$ cat src/whtc_pkg.sv
`default_nettype none

package whtc_pkg;

	// register map
	typedef enum logic [2:0] {
		REG_WPM        = 3'd0,
		REG_CLAUSE     = 3'd1,
		REG_SENTENCE   = 3'd2,
		REG_PARAGRAPH  = 3'd3,
		REG_CHAR_BONUS = 3'd4,
		REG_NUMERIC    = 3'd5,
		REG_MAX_HOLD   = 3'd6,
		REG_MIN_HOLD   = 3'd7
	} whtc_reg_t;

	localparam int unsigned CFG_DATA_W = 16;

	localparam logic [7:0]  LENGTH_BASELINE = 8'd6;
	localparam logic [15:0] MS_PER_MINUTE   = 16'd60000;
	localparam logic [9:0]  BASE_PCT        = 10'd100;

	localparam logic [10:0] WPM_RESET        = 11'd300;
	localparam logic [9:0]  CLAUSE_RESET     = 10'd150;
	localparam logic [9:0]  SENTENCE_RESET   = 10'd200;
	localparam logic [9:0]  PARAGRAPH_RESET  = 10'd260;
	localparam logic [7:0]  CHAR_BONUS_RESET = 8'd10;
	localparam logic [9:0]  NUMERIC_RESET    = 10'd150;
	localparam logic [15:0] MAX_HOLD_RESET   = 16'd2000;
	localparam logic [15:0] MIN_HOLD_RESET   = 16'd100;

	// base hold for the reset speed, so no division is needed after reset
	localparam int unsigned BASE_HOLD_RESET_I = 60000 / 300;
	localparam logic [15:0] BASE_HOLD_RESET   = 16'(BASE_HOLD_RESET_I);

	// x / 100 as (x * RECIP) >> RECIP_SHIFT, exact for x < 2^23
	localparam int unsigned RECIP_SHIFT = 30;
	localparam int unsigned RECIP_I     = ((1 << RECIP_SHIFT) + 99) / 100;
	localparam logic [23:0] RECIP       = 24'(RECIP_I);

endpackage

`default_nettype wire

$ cat src/word_hold_time_calc_top.sv
// Channel   | Ports                                         | Transaction
// ----------+-----------------------------------------------+------------------------
// token in  | start, busy, clause_end, sentence_end,        | edge with start && !busy
//           | paragraph_end, is_numeric, token_length       |
// hold out  | done, hold_ms                                 | every cycle done is high
// config    | cfg_we, cfg_index, cfg_data                   | every edge with cfg_we
//
// One token a cycle while busy is low; hold_ms appears with done once the token has
// passed a six-stage pipeline: pause/length terms, bonus multiply, sum,
// base multiply, reciprocal divide by 100 with ceiling test, then clamp.
// A write to words_per_minute starts a bit-serial divider; busy is high while it
// runs. After reset busy is low and the base hold is ready at once.
// The receiver cannot stall: every result is shown for exactly one cycle.
`default_nettype none

module word_hold_time_calc_top import whtc_pkg::*; (
	input  wire logic                  clk,
	input  wire logic                  arst_n,
	input  wire logic                  start,
	output logic                       busy,
	input  wire logic                  clause_end,
	input  wire logic                  sentence_end,
	input  wire logic                  paragraph_end,
	input  wire logic                  is_numeric,
	input  wire logic [7:0]            token_length,
	output logic                       done,
	output logic [15:0]                hold_ms,
	input  wire logic                  cfg_we,
	input  wire logic [2:0]            cfg_index,
	input  wire logic [CFG_DATA_W-1:0] cfg_data
);

	// configuration registers
	logic [10:0] wpm_q;
	logic [9:0]  clause_q;
	logic [9:0]  sentence_q;
	logic [9:0]  paragraph_q;
	logic [7:0]  bonus_q;
	logic [9:0]  numeric_q;
	logic [15:0] max_hold_q;
	logic [15:0] min_hold_q;

	always_ff @(posedge clk or negedge arst_n) begin
		if (!arst_n) begin
			wpm_q       <= WPM_RESET;
			clause_q    <= CLAUSE_RESET;
			sentence_q  <= SENTENCE_RESET;
			paragraph_q <= PARAGRAPH_RESET;
			bonus_q     <= CHAR_BONUS_RESET;
			numeric_q   <= NUMERIC_RESET;
			max_hold_q  <= MAX_HOLD_RESET;
			min_hold_q  <= MIN_HOLD_RESET;
		end else if (cfg_we) begin
			unique case (whtc_reg_t'(cfg_index))
				REG_WPM:        wpm_q       <= cfg_data[10:0];
				REG_CLAUSE:     clause_q    <= cfg_data[9:0];
				REG_SENTENCE:   sentence_q  <= cfg_data[9:0];
				REG_PARAGRAPH:  paragraph_q <= cfg_data[9:0];
				REG_CHAR_BONUS: bonus_q     <= cfg_data[7:0];
				REG_NUMERIC:    numeric_q   <= cfg_data[9:0];
				REG_MAX_HOLD:   max_hold_q  <= cfg_data[15:0];
				REG_MIN_HOLD:   min_hold_q  <= cfg_data[15:0];
				default:        wpm_q       <= wpm_q;
			endcase
		end
	end

	logic        div_go;
	logic        div_busy;
	logic [15:0] base_hold;

	assign div_go = cfg_we && (whtc_reg_t'(cfg_index) == REG_WPM);

	whtc_base_div u_div (
		.clk      (clk),
		.arst_n   (arst_n),
		.go       (div_go),
		.divisor  (cfg_data[10:0]),
		.busy     (div_busy),
		.quotient (base_hold)
	);

	// wpm_q is kept for its own sake; the divider latches the new value itself
	logic wpm_zero;
	assign wpm_zero = (wpm_q == 11'd0);

	assign busy = div_busy;

	logic accept;
	assign accept = start && !div_busy;

	// stage 1: boundary pause, length excess, numeric excess
	logic [9:0] pause_c;
	logic [7:0] excess_c;
	logic [9:0] digits_c;

	always_comb begin
		pause_c = BASE_PCT;
		if (clause_end && clause_q > pause_c) begin
			pause_c = clause_q;
		end
		if (sentence_end && sentence_q > pause_c) begin
			pause_c = sentence_q;
		end
		if (paragraph_end && paragraph_q > pause_c) begin
			pause_c = paragraph_q;
		end
		excess_c = (token_length > LENGTH_BASELINE) ? token_length - LENGTH_BASELINE : 8'd0;
		digits_c = (is_numeric && numeric_q > BASE_PCT) ? numeric_q - BASE_PCT : 10'd0;
	end

	logic       v_s1, v_s2, v_s3, v_s4, v_s5, v_s6;
	logic [9:0] pause_s1, pause_s2;
	logic [7:0] excess_s1;
	logic [9:0] digits_s1, digits_s2;
	logic [15:0] lenpct_s2;
	logic [16:0] pct_s3;
	logic [32:0] prod_s4;
	logic        over_s5;
	logic [15:0] quot_s5;
	logic [15:0] hold_s6;

	// stage 5 and stage 6 helpers
	logic [22:0] limit_c;
	logic [46:0] recip_prod_c;
	logic [15:0] hold_c;

	always_comb begin
		limit_c      = 23'(max_hold_q) * 23'd100 + 23'd100;
		recip_prod_c = 47'(prod_s4[22:0]) * 47'(RECIP);
		hold_c       = over_s5 ? max_hold_q : quot_s5;
		if (hold_c < min_hold_q) begin
			hold_c = min_hold_q;
		end
	end

	always_ff @(posedge clk or negedge arst_n) begin
		if (!arst_n) begin
			v_s1 <= 1'b0;
			v_s2 <= 1'b0;
			v_s3 <= 1'b0;
			v_s4 <= 1'b0;
			v_s5 <= 1'b0;
			v_s6 <= 1'b0;
		end else begin
			v_s1 <= accept;
			v_s2 <= v_s1;
			v_s3 <= v_s2;
			v_s4 <= v_s3;
			v_s5 <= v_s4;
			v_s6 <= v_s5;
		end
	end

	always_ff @(posedge clk) begin
		if (accept) begin
			pause_s1  <= pause_c;
			excess_s1 <= excess_c;
			digits_s1 <= digits_c;
		end
		if (v_s1) begin
			pause_s2  <= pause_s1;
			digits_s2 <= digits_s1;
			lenpct_s2 <= 16'(excess_s1) * 16'(bonus_q);
		end
		if (v_s2) begin
			pct_s3 <= 17'(pause_s2) + 17'(lenpct_s2) + 17'(digits_s2);
		end
		if (v_s3) begin
			prod_s4 <= 33'(base_hold) * 33'(pct_s3);
		end
		if (v_s4) begin
			// anything at or past (max+1)*100 clamps; below it the product fits 23 bits
			over_s5 <= prod_s4 >= 33'(limit_c);
			quot_s5 <= recip_prod_c[RECIP_SHIFT+15:RECIP_SHIFT];
		end
		if (v_s5) begin
			hold_s6 <= hold_c;
		end
	end

	assign done    = v_s6;
	assign hold_ms = hold_s6;

	// a zero speed never reaches the base register as a divisor of zero
	property p_no_zero_speed_div;
		@(posedge clk) disable iff (!arst_n)
		$fell(div_busy) && wpm_zero |-> base_hold == MS_PER_MINUTE;
	endproperty

	a_no_zero_speed_div: assert property (p_no_zero_speed_div)
		else $error("zero speed did not give the full-minute base hold");

	a_result_follows: assert property (@(posedge clk) disable iff (!arst_n)
		accept |-> ##6 done)
		else $error("accepted token gave no result six cycles later");

	a_result_has_source: assert property (@(posedge clk) disable iff (!arst_n)
		done |-> $past(accept, 6))
		else $error("result with no matching token");

	a_div_length: assert property (@(posedge clk) disable iff (!arst_n)
		$rose(div_busy) && !div_go |=> ##14 div_busy)
		else $error("base divider finished early");

endmodule

`default_nettype wire

$ cat src/whtc_base_div.sv
`default_nettype none

// 60000 / divisor (a zero divisor counts as one), restoring division, one quotient bit per cycle
module whtc_base_div import whtc_pkg::*; (
	input  wire logic        clk,
	input  wire logic        arst_n,
	input  wire logic        go,
	input  wire logic [10:0] divisor,
	output logic             busy,
	output logic [15:0]      quotient
);

	logic        busy_q;
	logic [3:0]  cnt_q;
	logic [10:0] rem_q;
	logic [10:0] dsr_q;
	logic [15:0] dvd_q;
	logic [15:0] quot_q;

	logic [11:0] shifted;
	logic        qbit;
	logic [10:0] rem_next;

	always_comb begin
		shifted = {rem_q, dvd_q[15]};
		qbit    = shifted >= {1'b0, dsr_q};
		if (qbit) begin
			rem_next = 11'(shifted - {1'b0, dsr_q});
		end else begin
			rem_next = shifted[10:0];
		end
	end

	always_ff @(posedge clk or negedge arst_n) begin
		if (!arst_n) begin
			busy_q <= 1'b0;
			cnt_q  <= '0;
			quot_q <= BASE_HOLD_RESET;
		end else if (go) begin
			busy_q <= 1'b1;
			cnt_q  <= '0;
		end else if (busy_q) begin
			cnt_q <= cnt_q + 4'd1;
			if (cnt_q == 4'd15) begin
				busy_q <= 1'b0;
				quot_q <= {dvd_q[14:0], qbit};
			end
		end
	end

	// datapath: the dividend register fills with quotient bits as it empties
	always_ff @(posedge clk) begin
		if (go) begin
			rem_q <= '0;
			dvd_q <= MS_PER_MINUTE;
			dsr_q <= (divisor == 11'd0) ? 11'd1 : divisor;
		end else if (busy_q) begin
			rem_q <= rem_next;
			dvd_q <= {dvd_q[14:0], qbit};
		end
	end

	assign busy     = busy_q;
	assign quotient = quot_q;

endmodule

`default_nettype wire

$ cat config.mk
export PLATFORM = sky130hd
export DESIGN_NAME = word_hold_time_calc_top
export DESIGN_NICKNAME = d
export VERILOG_FILES = /design/src/whtc_pkg.sv /design/src/word_hold_time_calc_top.sv /design/src/whtc_base_div.sv
export SDC_FILE = /design/constraint.sdc
export NUM_CORES = 2
export LEC_CHECK = 0
export BUFFER_PORTS_ARGS = -buffer_cell sky130_fd_sc_hd__clkbuf_2
export CAP_MARGIN = 15
export CORE_ASPECT_RATIO = 1.4
export CORE_MARGIN = 2
export CORE_UTILIZATION = 70
export DETAILED_ROUTE_END_ITERATION = 12
export PLACE_DENSITY_LB_ADDON = 0.12
export REMOVE_ABC_BUFFERS = 1
export SYNTH_ARGS = -nofsm -noshare
export SYNTH_HDL_FRONTEND = slang
export SYNTH_SLANG_ARGS = --single-unit
$ cat constraint.sdc
create_clock -name clk -period 12.85 [get_ports clk]
set_input_delay 1.9275 -clock clk [delete_from_list [all_inputs] [get_ports clk]]
set_output_delay 1.9275 -clock clk [all_outputs]
set_load 0.03 [all_outputs]
==> impl.org <==
** Outcome
- The flow ran to the end, and the final reports show no timing, DRC or antenna violations.

** Route
- Detailed routing inserted a total of 23922 vias.
- In the routed design, unresolved DRC markers number 0.
- Drt first pass iters :: 5
- Antenna-violating nets left :: 0
- First-iteration detailed-routing DRC count :: 1216
- Per-cell via count in the routed design :: 5.89
- Dividing the detail-routed wire length by the instance count gives 20.4 microns.
- The final layout contains routed wiring with a total length of 83.0 mm.

** Yosys
- Number of enable-type register cells in the synthesized netlist :: 158
- FFs w/ async S/R, synth :: 36.6%
- The share of the Yosys chip area taken by registers is 22.7%.
- Post-Synthesis Cells :: roughly 3400
- After synthesis, the largest family of logic cells by area is adder cells.
- The number of different library cells used by synthesis comes to 83.
- Multiplexer cells account for 5.03% of the synthesized area.
- The cell area that synthesis handed to floorplanning was 35200 sq um.
- During synthesis, Yosys emitted a total of 0 warnings.
- Post-synthesis compound-gate area fraction :: 6.38%
- The largest total area in the synthesized netlist belongs to sky130_fd_sc_hd__fa_1.
- A synthesized cell averages ~10 sq um.
- In the synthesized netlist the dominant register cell turns out to be sky130_fd_sc_hd__edfxtp_1.
- Synthesis inferred 292 register bits.
- Xor/xnor share of the synthesized area :: 2.93%
- Sorting the synthesized cells by how often they occur yields sky130_fd_sc_hd__inv_1, sky130_fd_sc_hd__ha_1, sky130_fd_sc_hd__fa_1.
- Adder-cell share of the synthesized area :: 44.5%
- Summing the areas of all and, or, nand and nor instances in the mapped netlist gives ~9.7% of the synthesized area.
- Most frequently used cell type in the post-synthesis netlist :: sky130_fd_sc_hd__inv_1
- In this run the biggest area consumer among cell types represents 26.3% of the synthesized area.
- Cell types occupying the most area after synthesis :: sky130_fd_sc_hd__fa_1, sky130_fd_sc_hd__ha_1, sky130_fd_sc_hd__edfxtp_1, sky130_fd_sc_hd__inv_1, sky130_fd_sc_hd__dfrtp_1

** STA
- Share of the clock period used by the worst path after layout :: 55.8%
- Final hold slack :: 0.422 ns
- Transition time at the pin with the least slew margin :: 0.969 ns
- Timing would allow up to ~140 MHz.
- Slew headroom :: 35.2%
- The worst path in the final design needs a cycle of 7.17 ns, including I/O delays and setup.
- The final max-slew violation count was 0.
- Setup violations remaining at the end of the flow were counted as 0.
- Setup clock skew after layout :: 0.0168 ns
- Setup repair after global routing left no endpoint under its margin.
- Setup total negative slack :: 0 ns
- Total count of hold-check failures in the final report :: 0

** Run
- Across the run, the number of max-cap violations was 0.

** Worst hold path
- Hold crit path type :: flip-flop to flip-flop
- Worst hold stages :: 0
- Min-delay src :: pause_s1[0]
- The worst hold path terminates at pause_s2[0].

** Worst setup path
- Arrival time reported for the critical path endpoint :: 7.51 ns
- At the worst endpoint, the required time is 13.19 ns.
- The worst setup path is of the flip-flop to flip-flop kind.
- Of all nets on the critical path, the largest fanout is 8.
- The worst setup path is captured at a flip-flop.
- Counting stages on the worst path, the most repeated cell is sky130_fd_sc_hd__fa_1.
- Library cell contributing the largest single delay on the critical path :: sky130_fd_sc_hd__fa_1
- Reg2reg setup slack :: 5.68 ns
- In this run the critical register-to-register path is captured at quot_s5[8].
- Reg2reg start :: prod_s4[6]
- Worst R2R Path Depth :: 21
- In this design, the stage delay of the slowest critical-path cell is about 0.6 ns.
- STA classifies the critical path startpoint as a flip-flop.
- Walking the worst path, the cells encountered are fa_1 -> fa_1 -> inv_1 -> fa_1 -> inv_1 -> fa_1 -> fa_1 -> fa_1 -> inv_1 -> fa_1 -> inv_1 -> ha_1 -> and2_1 -> a221oi_1 -> nand4b_1 -> o21bai_1 -> a211o_1 -> a31oi_1 -> o21bai_1 -> a21oi_1 -> xnor2_1.
- Cell family with the largest share of critical-path delay :: adder cells
- CP Buf/Inv Count :: 4

** Final layout
- Final #Nets :: 4407
- Share of post-route cells with drive strength above 1 :: about 8.4%
- Relative to the synthesized area, the layout overhead comes to 5.58%.
- Number of standard cells in the final layout excluding fillers :: 4064
- Final std cell area, no fill :: about 37000 sq um
- Counting the fill cells in the layout gives 3503.
- The number of antenna diodes in the final layout is 0.

** Placement
- Once placement completed, the tool counted placed cells totaling 4012.
- Count of port buffers added during placement :: 52
- The placed instances occupy a cell area of roughly 36000 sq um.
- GP Congestion :: between 0.9 and 1
- HPWL reported at the end of detailed placement :: 68.2 mm

** Die
- Die height :: 269 microns
- Standard-cell row count :: 97
- For this configuration, the core starts out at a cell density of 70.5%.
- The total area inside the core boundary comes to roughly 50000 sq um.
- 53 I/O pins were placed.
- The die covers 52100 sq um.
- Die width :: a little under 200 microns

** Clock tree
- Maximum root-to-sink buffer count :: 3
- Number of clock sinks seen by CTS :: 292
- Post-CTS repair changed the size of 0 cells.
- Counting the buffers created by CTS gives 28.
- CTS tree :: done
- For the worst-skew pair, the clock arrives at the later sink with an insertion delay of about 0.6 ns.
- Clock Tree Root :: sky130_fd_sc_hd__clkbuf_16
- In this run the number of H-tree levels came out at 1.
- Clock input transition at the sequential cells of the worst setup and hold paths :: about 0.07 ns
- Number of buffers added to fix hold violations after cts :: 0
- Buffer count from post-CTS setup fixing :: 0

** Global route
- After global routing the overflow that remains totals 0.
- Entering global routing, the biggest net connects 61 pins.
- GRT Util Overall :: 32.7%
- Number of antenna violations at the first check in global routing :: 1
- Via count of the first global-routing pass :: 26105
- First-pass GRT wire length :: 134 mm
[kinds of logic after synthesis]
logic type	Yosys count
AND/OR/NAND/NOR	686
XOR/XNOR	116
multiplexers	161
buffers and inverters	820
adder cells (fa/ha/maj)	973
flip-flops	292
AO/OA/AOI/OAI	344
[worst max-delay path by stage]
stage,start,to,slack (ns),cells past startpoint
3_3_place_gp,prod_s4[5],quot_s5[8],5.83,21
2_1_floorplan,prod_s4[6],quot_s5[8],6.32,21
5_1_grt,prod_s4[6],quot_s5[15],5.42,21
6_report,prod_s4[6],quot_s5[8],5.68,21
3_5_place_dp,prod_s4[6],quot_s5[8],5.72,21
4_1_cts,prod_s4[5],quot_s5[8],5.71,21
[per-stage QoR]
step | utilization [%] | setup slack (ns)
floorplan | - | 6.32
global placement | 72.2 | 5.83
detailed placement | 72.2 | 5.72
CTS | 74.4 | 5.71
global route | 74.4 | 5.42
finish | 74.4 | 5.68
[sequential cells by signal, indices dropped and copies added (netlist names), 8 cells and up]
signal,count
clause_q,10
digits_s2,10
hold_ms,16
paragraph_q,10
pause_s1,10
bonus_q,8
numeric_q,10
u_div.rem_q,11
max_hold_q,16
lenpct_s2,16
excess_s1,8
u_div.dsr_q,11
quot_s5,16
min_hold_q,16
digits_s1,10
prod_s4,33
u_div.quotient,16
pct_s3,17
sentence_q,10
u_div.dvd_q,16
pause_s2,10
[cell type report]
type	count	area [sq um]	share of cell area, %
tap	643	805	2.17
inverter	732	2750	7.40
clock inverter	14	264	0.711
sequential	292	8000	21.5
timing repair buffer	65	360	0.970
clock buffer	38	862	2.32
multi-input combinational	2280	24100	64.9
[cell usage in the layout, fill, tap and decap left out, drive strengths merged, types with 27 or more instances in the layout]
cell,instances
mux2i,35
dfrtp,80
inv,734
o21ai,81
ha,511
nand2,269
a21o,44
nor3,29
nor2,87
dfxtp,27
dfstp,27
nand3,35
and2,148
fa,462
clkbuf,89
mux2,126
edfxtp,158
xnor2,74
a21oi,103
xor2,41
[routing by layer]
layer / global-route usage (%) / vias up / part of all wire, %
li1: - / 10935 / -
met1: 38.3 / 12136 / 37
met2: 62.4 / 650 / 55
met3: 2.70 / 199 / 4.0
met4: 11.3 / 2 / 3.5
met5: 0 / - / 0.022
Power is left out: the tool's default activity adds up to more than one toggle a clock period on the data nets, which glitch-free logic cannot reach.
